[src/rtl/iadu_pkg.sv]
// ----------------------------------------------------------------------------
// iadu_pkg
// Shared widths, operation codes and sequencer/datapath control types for the
// integer add/sub/mul/div/mod unit.
// ----------------------------------------------------------------------------
`timescale 1ns / 1ps

package iadu_pkg;

  localparam int DATA_WIDTH = 32;
  localparam int CNT_W      = $clog2(DATA_WIDTH);
  localparam logic [CNT_W-1:0] LAST_STEP = CNT_W'(DATA_WIDTH - 1);

  localparam logic [2:0] OP_ADD = 3'd0;
  localparam logic [2:0] OP_SUB = 3'd1;
  localparam logic [2:0] OP_MUL = 3'd2;
  localparam logic [2:0] OP_DIV = 3'd3;
  localparam logic [2:0] OP_MOD = 3'd4;

  typedef enum logic [3:0] {
    UOP_NONE     = 4'd0,
    UOP_LOAD     = 4'd1,
    UOP_ADD      = 4'd2,
    UOP_SUB      = 4'd3,
    UOP_ABS_A    = 4'd4,
    UOP_ABS_B    = 4'd5,
    UOP_MUL_STEP = 4'd6,
    UOP_DIV_STEP = 4'd7,
    UOP_FIX_QUO  = 4'd8,
    UOP_FIX_REM  = 4'd9
  } uop_t;

  typedef struct packed {
    uop_t uop;
    logic neg;
  } ctrl_t;

  typedef struct packed {
    logic a_neg;
    logic b_neg;
  } status_t;

endpackage

[src/rtl/iadu_req_if.sv]
// ----------------------------------------------------------------------------
// iadu_req_if
// Request channel: operation code and two signed operands.
// ----------------------------------------------------------------------------
`timescale 1ns / 1ps

interface iadu_req_if import iadu_pkg::*; ();
  logic                         valid;
  logic                         ready;
  logic [2:0]                   operation;
  logic signed [DATA_WIDTH-1:0] operand_a;
  logic signed [DATA_WIDTH-1:0] operand_b;

  modport source (output valid, output operation, output operand_a, output operand_b,
                  input ready);
  modport sink   (input valid, input operation, input operand_a, input operand_b,
                  output ready);
endinterface

[src/rtl/iadu_rsp_if.sv]
// ----------------------------------------------------------------------------
// iadu_rsp_if
// Response channel: result word and divide-by-zero flag.
// ----------------------------------------------------------------------------
`timescale 1ns / 1ps

interface iadu_rsp_if import iadu_pkg::*; ();
  logic                         valid;
  logic                         ready;
  logic signed [DATA_WIDTH-1:0] result_value;
  logic                         divide_by_zero;

  modport source (output valid, output result_value, output divide_by_zero, input ready);
  modport sink   (input valid, input result_value, input divide_by_zero, output ready);
endinterface

[src/rtl/integer_add_sub_mul_div_mod_unit_core.sv]
// ----------------------------------------------------------------------------
// integer_add_sub_mul_div_mod_unit_core
// Result valid once the sequencer registers it on leaving S_DONE: add/sub pass
// through S_ADD or S_SUB, multiply through S_MUL, divide/modulo through
// S_ABS_A, S_ABS_B, S_DIV and S_FIX; a zero divisor or unused code goes
// straight to S_DONE. One item at a time: the sequencer steps the shared adder
// once per operand bit and takes the next item after it has returned to idle.
// Synchronous reset returns the sequencer to idle and clears the valid flag.
// ----------------------------------------------------------------------------
`timescale 1ns / 1ps

module integer_add_sub_mul_div_mod_unit_core import iadu_pkg::*; (
  input  logic        clk,
  input  logic        rst,
  iadu_req_if.sink    req,
  iadu_rsp_if.source  rsp
);

  typedef enum logic [8:0] {
    S_IDLE  = 9'b000000001,
    S_ADD   = 9'b000000010,
    S_SUB   = 9'b000000100,
    S_ABS_A = 9'b000001000,
    S_ABS_B = 9'b000010000,
    S_MUL   = 9'b000100000,
    S_DIV   = 9'b001000000,
    S_FIX   = 9'b010000000,
    S_DONE  = 9'b100000000
  } state_t;

  state_t                state;
  state_t                state_next;
  logic [CNT_W-1:0]      cnt;
  logic                  is_mod;
  ctrl_t                 ctrl;
  status_t               status;
  logic [DATA_WIDTH-1:0] result;
  logic                  div_zero;
  logic                  accept;
  logic                  out_load;

  assign req.ready = (state == S_IDLE) && !rst;
  assign accept    = req.valid && req.ready;
  assign out_load  = (state == S_DONE) && (!rsp.valid || rsp.ready);

  iadu_datapath u_datapath (
    .clk       (clk),
    .ctrl      (ctrl),
    .operation (req.operation),
    .operand_a (req.operand_a),
    .operand_b (req.operand_b),
    .status    (status),
    .result    (result),
    .div_zero  (div_zero)
  );

  always_comb begin
    ctrl       = '{uop: UOP_NONE, neg: 1'b0};
    state_next = state;
    unique case (state)
      S_IDLE: begin
        if (req.valid) begin
          ctrl.uop = UOP_LOAD;
          unique case (req.operation)
            OP_ADD: state_next = S_ADD;
            OP_SUB: state_next = S_SUB;
            OP_MUL: state_next = S_MUL;
            OP_DIV, OP_MOD: state_next = (req.operand_b == '0) ? S_DONE : S_ABS_A;
            default: state_next = S_DONE;
          endcase
        end
      end
      S_ADD: begin
        ctrl.uop   = UOP_ADD;
        state_next = S_DONE;
      end
      S_SUB: begin
        ctrl.uop   = UOP_SUB;
        state_next = S_DONE;
      end
      S_ABS_A: begin
        ctrl.uop   = UOP_ABS_A;
        state_next = S_ABS_B;
      end
      S_ABS_B: begin
        ctrl.uop   = UOP_ABS_B;
        state_next = S_DIV;
      end
      S_MUL: begin
        ctrl.uop = UOP_MUL_STEP;
        if (cnt == LAST_STEP) begin
          state_next = S_DONE;
        end
      end
      S_DIV: begin
        ctrl.uop = UOP_DIV_STEP;
        if (cnt == LAST_STEP) begin
          state_next = S_FIX;
        end
      end
      S_FIX: begin
        // remainder follows the dividend sign, quotient the sign difference
        ctrl.uop   = is_mod ? UOP_FIX_REM : UOP_FIX_QUO;
        ctrl.neg   = is_mod ? status.a_neg : (status.a_neg ^ status.b_neg);
        state_next = S_DONE;
      end
      S_DONE: begin
        if (!rsp.valid || rsp.ready) begin
          state_next = S_IDLE;
        end
      end
      default: begin
        state_next = S_IDLE;
      end
    endcase
  end

  always_ff @(posedge clk) begin
    if (rst) begin
      state     <= S_IDLE;
      rsp.valid <= 1'b0;
      cnt       <= '0;
    end else begin
      state <= state_next;
      if (out_load) begin
        rsp.valid <= 1'b1;
      end else if (rsp.ready) begin
        rsp.valid <= 1'b0;
      end
      if (accept) begin
        cnt <= '0;
      end else if (state == S_MUL || state == S_DIV) begin
        cnt <= cnt + CNT_W'(1);
      end
    end
  end

  always_ff @(posedge clk) begin
    if (accept) begin
      is_mod <= (req.operation == OP_MOD);
    end
    if (out_load) begin
      rsp.result_value   <= result;
      rsp.divide_by_zero <= div_zero;
    end
  end

endmodule

[src/rtl/iadu_adder.sv]
// ----------------------------------------------------------------------------
// iadu_adder
// Shared add/subtract unit, one bit wider than the word plus a sign bit.
// ----------------------------------------------------------------------------
`timescale 1ns / 1ps

module iadu_adder import iadu_pkg::*; (
  input  logic [DATA_WIDTH:0]   x,
  input  logic [DATA_WIDTH:0]   y,
  input  logic                  sub,
  output logic [DATA_WIDTH+1:0] sum
);

  logic [DATA_WIDTH+1:0] y_ext;

  assign y_ext = {1'b0, y} ^ {(DATA_WIDTH + 2){sub}};
  assign sum   = {1'b0, x} + y_ext + (DATA_WIDTH + 2)'(sub);

endmodule

[src/rtl/iadu_datapath.sv]
// ----------------------------------------------------------------------------
// iadu_datapath
// Operand, accumulator and quotient registers around the shared adder.
// Multiply is shift-add, divide is restoring on magnitudes.
// ----------------------------------------------------------------------------
`timescale 1ns / 1ps

module iadu_datapath import iadu_pkg::*; (
  input  logic                         clk,
  input  ctrl_t                        ctrl,
  input  logic [2:0]                   operation,
  input  logic signed [DATA_WIDTH-1:0] operand_a,
  input  logic signed [DATA_WIDTH-1:0] operand_b,
  output status_t                      status,
  output logic [DATA_WIDTH-1:0]        result,
  output logic                         div_zero
);

  logic [DATA_WIDTH-1:0] a_reg;
  logic [DATA_WIDTH-1:0] b_reg;
  logic [DATA_WIDTH:0]   acc;
  logic                  a_neg;
  logic                  b_neg;
  logic                  dz;

  logic [DATA_WIDTH:0]   add_x;
  logic [DATA_WIDTH:0]   add_y;
  logic                  add_sub;
  logic [DATA_WIDTH+1:0] add_sum;
  logic                  b_is_zero;
  logic                  is_divmod;

  iadu_adder u_adder (
    .x   (add_x),
    .y   (add_y),
    .sub (add_sub),
    .sum (add_sum)
  );

  assign b_is_zero = (operand_b == '0);
  assign is_divmod = (operation == OP_DIV) || (operation == OP_MOD);

  always_comb begin
    add_x   = acc;
    add_y   = {1'b0, a_reg};
    add_sub = 1'b0;
    unique case (ctrl.uop)
      UOP_ADD: begin
        add_x = {1'b0, a_reg};
        add_y = {1'b0, b_reg};
      end
      UOP_SUB: begin
        add_x   = {1'b0, a_reg};
        add_y   = {1'b0, b_reg};
        add_sub = 1'b1;
      end
      UOP_ABS_A: begin
        add_x   = '0;
        add_sub = 1'b1;
      end
      UOP_ABS_B: begin
        add_x   = '0;
        add_y   = {1'b0, b_reg};
        add_sub = 1'b1;
      end
      UOP_MUL_STEP: begin
        add_x = acc;
      end
      UOP_DIV_STEP: begin
        add_x   = {acc[DATA_WIDTH-1:0], a_reg[DATA_WIDTH-1]};
        add_y   = {1'b0, b_reg};
        add_sub = 1'b1;
      end
      UOP_FIX_QUO: begin
        add_x   = '0;
        add_sub = 1'b1;
      end
      UOP_FIX_REM: begin
        add_x   = '0;
        add_y   = {1'b0, acc[DATA_WIDTH-1:0]};
        add_sub = 1'b1;
      end
      default: begin
      end
    endcase
  end

  always_ff @(posedge clk) begin
    unique case (ctrl.uop)
      UOP_LOAD: begin
        a_reg <= operand_a;
        b_reg <= operand_b;
        a_neg <= operand_a[DATA_WIDTH-1];
        b_neg <= operand_b[DATA_WIDTH-1];
        dz    <= is_divmod && b_is_zero;
        if (operation == OP_DIV && b_is_zero) begin
          acc <= {1'b0, {DATA_WIDTH{1'b1}}};
        end else if (operation == OP_MOD && b_is_zero) begin
          acc <= {1'b0, operand_a};
        end else begin
          acc <= '0;
        end
      end
      UOP_ADD, UOP_SUB: begin
        acc <= {1'b0, add_sum[DATA_WIDTH-1:0]};
      end
      UOP_ABS_A: begin
        if (a_neg) begin
          a_reg <= add_sum[DATA_WIDTH-1:0];
        end
      end
      UOP_ABS_B: begin
        if (b_neg) begin
          b_reg <= add_sum[DATA_WIDTH-1:0];
        end
      end
      UOP_MUL_STEP: begin
        if (b_reg[0]) begin
          acc <= {1'b0, add_sum[DATA_WIDTH-1:0]};
        end
        a_reg <= {a_reg[DATA_WIDTH-2:0], 1'b0};
        b_reg <= {1'b0, b_reg[DATA_WIDTH-1:1]};
      end
      UOP_DIV_STEP: begin
        // restore on borrow; quotient bits shift in behind the dividend
        if (add_sum[DATA_WIDTH+1]) begin
          acc <= add_x;
        end else begin
          acc <= add_sum[DATA_WIDTH:0];
        end
        a_reg <= {a_reg[DATA_WIDTH-2:0], ~add_sum[DATA_WIDTH+1]};
      end
      UOP_FIX_QUO: begin
        acc <= {1'b0, ctrl.neg ? add_sum[DATA_WIDTH-1:0] : a_reg};
      end
      UOP_FIX_REM: begin
        acc <= {1'b0, ctrl.neg ? add_sum[DATA_WIDTH-1:0] : acc[DATA_WIDTH-1:0]};
      end
      default: begin
      end
    endcase
  end

  assign status.a_neg = a_neg;
  assign status.b_neg = b_neg;
  assign result       = acc[DATA_WIDTH-1:0];
  assign div_zero     = dz;

endmodule
[src/flat_wrapper.sv]
// flat-port wrapper written by rule: the top's interface ports become plain ports
module integer_add_sub_mul_div_mod_unit_core_flat import iadu_pkg::*;
  (clk, rst, req_valid, req_operation, req_operand_a, req_operand_b, req_ready, rsp_valid, rsp_result_value, rsp_divide_by_zero, rsp_ready);
  iadu_req_if req_i ();
  iadu_rsp_if rsp_i ();
  input  logic clk;
  input  logic rst;
  input wire logic [$bits(req_i.valid)-1:0] req_valid;
  input wire logic [$bits(req_i.operation)-1:0] req_operation;
  input wire logic [$bits(req_i.operand_a)-1:0] req_operand_a;
  input wire logic [$bits(req_i.operand_b)-1:0] req_operand_b;
  output wire logic [$bits(req_i.ready)-1:0] req_ready;
  output wire logic [$bits(rsp_i.valid)-1:0] rsp_valid;
  output wire logic [$bits(rsp_i.result_value)-1:0] rsp_result_value;
  output wire logic [$bits(rsp_i.divide_by_zero)-1:0] rsp_divide_by_zero;
  input wire logic [$bits(rsp_i.ready)-1:0] rsp_ready;
  assign req_i.valid = req_valid;
  assign req_i.operation = req_operation;
  assign req_i.operand_a = req_operand_a;
  assign req_i.operand_b = req_operand_b;
  assign req_ready = req_i.ready;
  assign rsp_valid = rsp_i.valid;
  assign rsp_result_value = rsp_i.result_value;
  assign rsp_divide_by_zero = rsp_i.divide_by_zero;
  assign rsp_i.ready = rsp_ready;
  integer_add_sub_mul_div_mod_unit_core u_core (.clk(clk), .rst(rst), .req(req_i), .rsp(rsp_i));
endmodule
[config.mk]
export PLATFORM = sky130hd
export DESIGN_NAME = integer_add_sub_mul_div_mod_unit_core_flat
export DESIGN_NICKNAME = d
export VERILOG_FILES = /design/src/rtl/iadu_pkg.sv /design/src/rtl/iadu_req_if.sv /design/src/rtl/iadu_rsp_if.sv /design/src/rtl/integer_add_sub_mul_div_mod_unit_core.sv /design/src/rtl/iadu_adder.sv /design/src/rtl/iadu_datapath.sv /design/src/flat_wrapper.sv
export SDC_FILE = /design/constraint.sdc
export NUM_CORES = 1
export LEC_CHECK = 0
export BUFFER_PORTS_ARGS = -buffer_cell sky130_fd_sc_hd__buf_2
export CAP_MARGIN = 10
export CELL_PAD_IN_SITES_DETAIL_PLACEMENT = 0
export CELL_PAD_IN_SITES_GLOBAL_PLACEMENT = 1
export CORE_MARGIN = 2
export CORE_UTILIZATION = 45
export DETAILED_ROUTE_END_ITERATION = 10
export HOLD_SLACK_MARGIN = 0.02
export PLACE_DENSITY_LB_ADDON = 0.1
export SLEW_MARGIN = 30
export SYNTH_ARGS = -nofsm -noshare
export SYNTH_HDL_FRONTEND = slang
export SYNTH_SLANG_ARGS = --single-unit
[constraint.sdc]
create_clock -name clk -period 13.27 [get_ports clk]
set_input_delay 2.654 -clock clk [delete_from_list [all_inputs] [get_ports clk]]
set_output_delay 2.654 -clock clk [all_outputs]
set_load 0.01 [all_outputs]
==> run metrics, run 1 <==
Vias=9733; CTS tree=built; CTS max path bufs=2; Synth Area in Compound Gates=0.3137; layout cells sized above 1=0.1592; Fin Setup TNS=0 ps; commonest cells after routing, fill and taps aside=135 x a21oi_1, 134 x edfxtp_1, 105 x buf_2, 98 x o21ai_0, 71 x nor2_1; Avg WL per Cell=24.01 um; Cell Pwr Density=151.1 nW/um^2; simple-gate portion of the synthesized area=0.1119; Ports=106; drt total wl=35200 um; Hold Path Class=flip-flop to flip-flop; DR DRC count=0; # Max-Cap Violations=0; Diodes inserted=0; hpwl dp=23990 um; most common cell after layout, fill and taps aside=a21oi_1; synthesis warning total=0; synthesis-to-layout area growth=14.24%; CTS clk-pin slew, worst paths=70 ps; Slew Limit Headroom=0.4009; ratio of final minimum period to clock period=0.4727; CP startpoint kind=flip-flop; CP endpoint kind=flip-flop; CTS Hold Buffers Added=0; achievable frequency=0.1594 GHz; Core Area=22570 um^2; FFs w/ async S/R, synth=0; worst endpoint data arrival time=6450 ps; DRT met1 WL=15460 um; Post-synth EDFFs=134; xor and xnor area share after synthesis=0.06023; area of the mapped netlist=10320 um^2; vias in the first global route=9429; met3 WL=2966 um; CTS resizes=0; Top FF cell, synth=edfxtp_1; P_leak=4.581 nW; initial DRC count=1099; top cell type's share of synthesized area=0.3897; worst vdd ir=76.31 uV; Yosys cell types=71; GP Congestion=0.9241; Port Buf Inserts=105; Hold Vio Cnt, Final=0; status=finished clean; DR WL met2=16220 um; htree depth=4; initial antenna violation count=0; sequential share of the synthesized area=0.4188; flops & latches, synth=149; worst-path fanout max=34; largest area contributor in the netlist=edfxtp_1; Mean Syn Cell Area=9.378 um^2; Setup Skew=13.67 ps; TritonCTS Buffers=17; GRT Total Usage=0.2957; unrepaired setup endpoints after global routing=false; first-pass GRT wire length=55160 um; max FFs per register=33; Worst Path Class, Setup=flip-flop to flip-flop; largest net degree at the start of global routing=58; drt pass-1 iters=10; die area=24170 um^2; die height=155.5 um; Most flops, register=u_core.u_datapath.acc; Pins Over Slew Limit=0; Adder-Cell Fraction of Synth Area=0.04314; Critical Path Source=u_core.state[7]$_SDFFE_PP0P_; worst r2r src=u_core.state[7]$_SDFFE_PP0P_; Post-Synthesis Cells=1101; antenna-violating nets left=0; worst skew pair latency=450 ps; # setup viols final=0; Nets=1274; top routing layer in use=met4; Worst Max-Slew Pin Slew=898.6 ps; Site Rows=55; Hold WS=418.7 ps; top cells by area, synth=edfxtp_1 39%, a21oi_1 6.5%, a22oi_1 4.8%; GR Overflow Total=0; Clock Sinks=149; Req. time, crit path=13450 ps; Post-CTS Setup Bufs=0; Final Critical Period=6272 ps; Syn Nets=1207; Initial Util=0.4574; largest family of logic cells by synthesized area=compound AO/OA/AOI/OAI gates; worst hold path startpoint=u_core.u_datapath.div_zero$_DFFE_PP_; die span in x=155.5 um; Vias/cell=6.639; post-synthesis mux area share=0.002908; Root Buffer=clkbuf_16
per-stage QoR:
stage               setup WS (ps)  std cells  total power [mW]    util  cell area (um^2)
finish                       6998       1466             1.783  0.5226             11800
global route                 6585       1466             1.867  0.5226             11800
CTS                          7146       1466             1.779  0.5226             11800
detailed placement           7174       1434             1.225  0.4938             11150
global placement             7258       1432             1.225  0.4909             11080
floorplan                    7742       1101             1.044       -             10320
synth_stat cells (all sizes together) (3+ instances only):
| cell type | count |
|---|---|
| nor2 | 77 |
| a222oi | 27 |
| a21oi | 136 |
| a211oi | 4 |
| nand2b | 4 |
| nand4b | 3 |
| dfxtp | 15 |
| a31oi | 8 |
| nand3 | 10 |
| and3 | 6 |
| a311oi | 16 |
| a221o | 3 |
| a21o | 18 |
| mux2i | 3 |
| xor2 | 18 |
| nor2b | 3 |
| a21boi | 4 |
| o31ai | 3 |
| or3 | 3 |
| buf | 20 |
| clkbuf | 63 |
| a221oi | 10 |
| o21a | 10 |
| and2 | 4 |
| a22o | 33 |
| o21bai | 8 |
| o21ai | 102 |
| ha | 34 |
| and4 | 3 |
| a22oi | 66 |
| a211o | 5 |
| nand4 | 14 |
| edfxtp | 134 |
| nor3 | 37 |
| xnor2 | 53 |
| o31a | 4 |
| nor4 | 10 |
| o22ai | 6 |
| inv | 41 |
| nand2 | 57 |
cell families (layout without fill, tap and decap cells):
group | Yosys count | after routing
AOI/OAI and AO/OA | 481 | 481
and+or+nand+nor | 238 | 238
DFF | 149 | 149
buffers and inverters | 124 | 204
xor gates and xnor gates | 71 | 71
adders and majority gates | 35 | 35
muxes | 3 | 3
metal layers:
metal / GRT usage / up-vias
met4: 0.07776 / 0
met1: 0.4176 / 4723
met2: 0.4732 / 531
li1: - / 4424
met3: 0.04930 / 55
met5: 0 / -
power breakdown:
part / switching [mW] / internal [mW] / leakage (nW) / total, mW
Clock: 0.218 / 0.336 / 0.311 / 0.554
Combinational: 0.381 / 0.206 / 2.88 / 0.586
Sequential: 0.0584 / 0.584 / 1.39 / 0.642
area by class of cell:
type,count,area (um^2)
clock buffer,18,429.2
clock inverter,14,220.2
tap,285,356.6
timing repair buffer,131,760.7
fill,2089,10780
sequential,149,4324
inverter,41,153.9
multi-input combinational,828,5550
critical path: stages, from the launching register on:
cell and delay [ps]:
dfxtp_1 430, nor3b_1 380, nand3_1 330, nor2_2 170
buf_4 410, nor2_2 260, buf_4 270, a21oi_1 200
xnor2_1 90, ha_1 370, a21oi_1 220, o21a_1 180
o221ai_1 130, a221oi_1 370, a21oi_1 130, o31a_1 330
a211oi_4 450, xnor2_4 340, buf_4 440, nor3_1 80
a311oi_1 300, nor2_1 90
final timing paths:
check             slack [ps]  depth (start not counted)                                   to
setup / recovery        7000                         21   u_core.u_datapath.acc[3]$_DFFE_PP_
hold / removal           420                          0  u_core.rsp.divide_by_zero$_DFFE_PP_
setup reg to reg        7000                         21   u_core.u_datapath.acc[3]$_DFFE_PP_
hold reg to reg          420                          0  u_core.rsp.divide_by_zero$_DFFE_PP_
Note: power is estimated with default switching activity, not from simulation.
==> inputs of run 2 (changes only) <==
CORE_UTILIZATION = 42   (was 45)
clock period = 5.6 ns   (was 13.27 ns; I/O delays follow)
==> run metrics, run 2 (same netlist as run 1, synthesis figures left out) <==
achievable frequency=0.1902 GHz (+19%); GP Congestion=0.9080 (-1.7%); worst vdd ir=192.0 uV (+150%); multi-input logic area=5598 um^2 (+0.86%); unrepaired setup endpoints after global routing=false; commonest cells after routing, fill and taps aside=134 x a21oi_1, 134 x edfxtp_1, 105 x buf_2, 98 x o21ai_0, 70 x nor2_1; htree depth=4 (unchanged); largest net degree at the start of global routing=57 (-1.7%); Worst Max-Slew Pin Slew=980.9 ps (+82.30 ps); crit-path cells=nor3_4, nand4b_1, buf_4, and4_4, or3_1, o21a_1, fa_1, a211oi_1, o21ai_0, a31o_2, a21oi_2, o22ai_1, o31a_1, a41oi_2, o21ai_0, xor2_1, a221oi_1, o22ai_1; Diodes inserted=0 (unchanged); Req. time, crit path=5770 ps (-7680 ps); GRT Total Usage=0.2884 (-0.007368); Gate power share=0.350 (+0.021); Setup Skew=13.85 ps (+0.1788 ps); fillers=2348 (+12%); Clock power frac=0.288 (-0.023); Vias/cell=6.446 (-2.9%); CP bufs+invs=1 (-2); Cell Pwr Density=347.2 nW/um^2 (+130%); Hold Vio Cnt, Final=0 (unchanged); Core Area=24250 um^2 (+7.4%); GR Overflow Total=0 (unchanged); CP startpoint kind=flip-flop; Port Buf Inserts=105 (unchanged); antenna-violating nets left=0 (unchanged); Worst Path Class, Setup=flip-flop to flip-flop; drt pass-1 iters=8 (-2); layout cells sized above 1=0.1824 (+0.02323); Hold Path Class=flip-flop to flip-flop; Levels on crit path=18 (-14%); die area=25850 um^2 (+7.0%); crit-path leading delay family=compound AO/OA/AOI/OAI gates; Fin Setup TNS=0 ps (unchanged); Most flops, register=u_core.u_datapath.acc; CTS max path bufs=2 (unchanged); drt total wl=37630 um (+6.9%); die height=160.8 um (+3.4%); Clock Sinks=149 (unchanged); Ports=106 (unchanged); net switching power=1.584 mW (+140%); first-pass GRT wire length=57200 um (+3.7%); max FFs per register=33 (unchanged); Slew Limit Headroom=0.3400 (-0.06089); ratio of final minimum period to clock period=0.9390 (+0.4663); vias in the first global route=9564 (+1.4%); # setup viols final=0 (unchanged); sw frac=0.3772 (+0.008902); Hold WS=421.3 ps (+2.660 ps); Vias=9862 (+1.3%); worst endpoint data arrival time=5420 ps (-1030 ps); synthesis-to-layout area growth=17.16%; worst skew pair latency=430 ps (-20 ps); initial antenna violation count=0 (unchanged); initial DRC count=1169 (+6.4%); register area=4325 um^2 (about the same); TritonCTS Buffers=17 (unchanged); worst reg2reg path depth=18 (-14%); CTS tree=built; max incr delay on CP=510 ps (+60 ps); Nets=1299 (+2.0%); Pins Over Slew Limit=0 (unchanged); setup ws final=341.6 ps (-6656 ps); power share of the sequential group=0.362 (+0.002); pre-CTS setup slack=-63.46 ps (-7238 ps); CP endpoint kind=flip-flop; WHS Path Cells=0 (unchanged); DR DRC count=0 (unchanged); worst-path fanout max=7 (-79%); status=finished clean; Root Buffer=clkbuf_16; Avg WL per Cell=24.59 um (+2.4%); die span in x=160.8 um (+3.4%); Initial Util=0.4258 (-0.03163); Site Rows=57 (+3.6%); P_leak=4.719 nW (+3.0%); Final Critical Period=5258 ps (-1014 ps); Pint=2.615 mW (+130%); hpwl dp=25270 um (+5.3%); CTS clk-pin slew, worst paths=70 ps (about the same); # Max-Cap Violations=0 (unchanged); Crit-path slowest cell=fa_1
## run 2: changes by cell type in the layout (fill, tap and decap cells not counted), moves of 2 or more
cell and change:
bufinv_16 -5, clkbuf_1 +2, clkinvlp_4 -2, buf_12 +6, clkbuf_16 +4, inv_4 +2, buf_6 +2, buf_4 +18
## run 2: timing repair
| action | CTS | global route |
|---|---|---|
| gates resized for setup | 1 | 10 |
| setup endpoints to repair | 1 | 33 |
| buffers inserted | 0 | 7 |
| pin swaps | 0 | 3 |
| gates cloned | 0 | 0 |
| hold buffers | 0 | 0 |
## run 2: through the flow
step	utilization	cells	area [um^2]	total power, mW
after floorplan	-	1101	10320	2.473
after global placement	0.4680	1490	11350	2.963
after detailed placement	0.4691	1491	11380	2.960
after CTS	0.4942	1523	11980	4.161
after global routing	0.4989	1530	12100	4.398
final	0.4989	1530	12100	4.199
## run 2: final timing paths
check	from	endpoint	slack (ps)
hold / removal	u_core.u_datapath.div_zero$_DFFE_PP_	u_core.rsp.divide_by_zero$_DFFE_PP_	420
hold reg to reg	u_core.u_datapath.div_zero$_DFFE_PP_	u_core.rsp.divide_by_zero$_DFFE_PP_	420
setup / recovery	u_core.state[5]$_SDFFE_PP0P_	u_core.u_datapath.acc[28]$_DFFE_PP_	340
setup reg to reg	u_core.state[5]$_SDFFE_PP0P_	u_core.u_datapath.acc[28]$_DFFE_PP_	340
## run 2: cell type report
class / count / area share
well taps: 324 / 0.03351
clock buffers: 25 / 0.04551
clock inverters: 7 / 0.004344
inverters: 41 / 0.01272
flip-flops and latches: 149 / 0.3576
multi-input cells: 828 / 0.4628
repair buffers: 156 / 0.08357
## run 2: power groups by stage
| stage | Sequential (mW) | Clock (mW) | Combinational (mW) |
|---|---|---|---|
| 2_1_floorplan | 1.48 | 0 | 0.991 |
| 3_3_place_gp | 1.54 | 0 | 1.42 |
| 3_5_place_dp | 1.54 | 0 | 1.42 |
| 4_1_cts | 1.51 | 1.21 | 1.43 |
| 5_1_grt | 1.53 | 1.26 | 1.61 |
| 6_report | 1.52 | 1.21 | 1.47 |
## run 2: per-layer routing
metal / vias up / wire [um] / track usage
met5: - / 0 / 0
met1: 4800 / 16370 / 0.4010
li1: 4495 / - / -
met2: 498 / 17300 / 0.4626
met4: 0 / 1054 / 0.09578
met3: 69 / 2905 / 0.04390
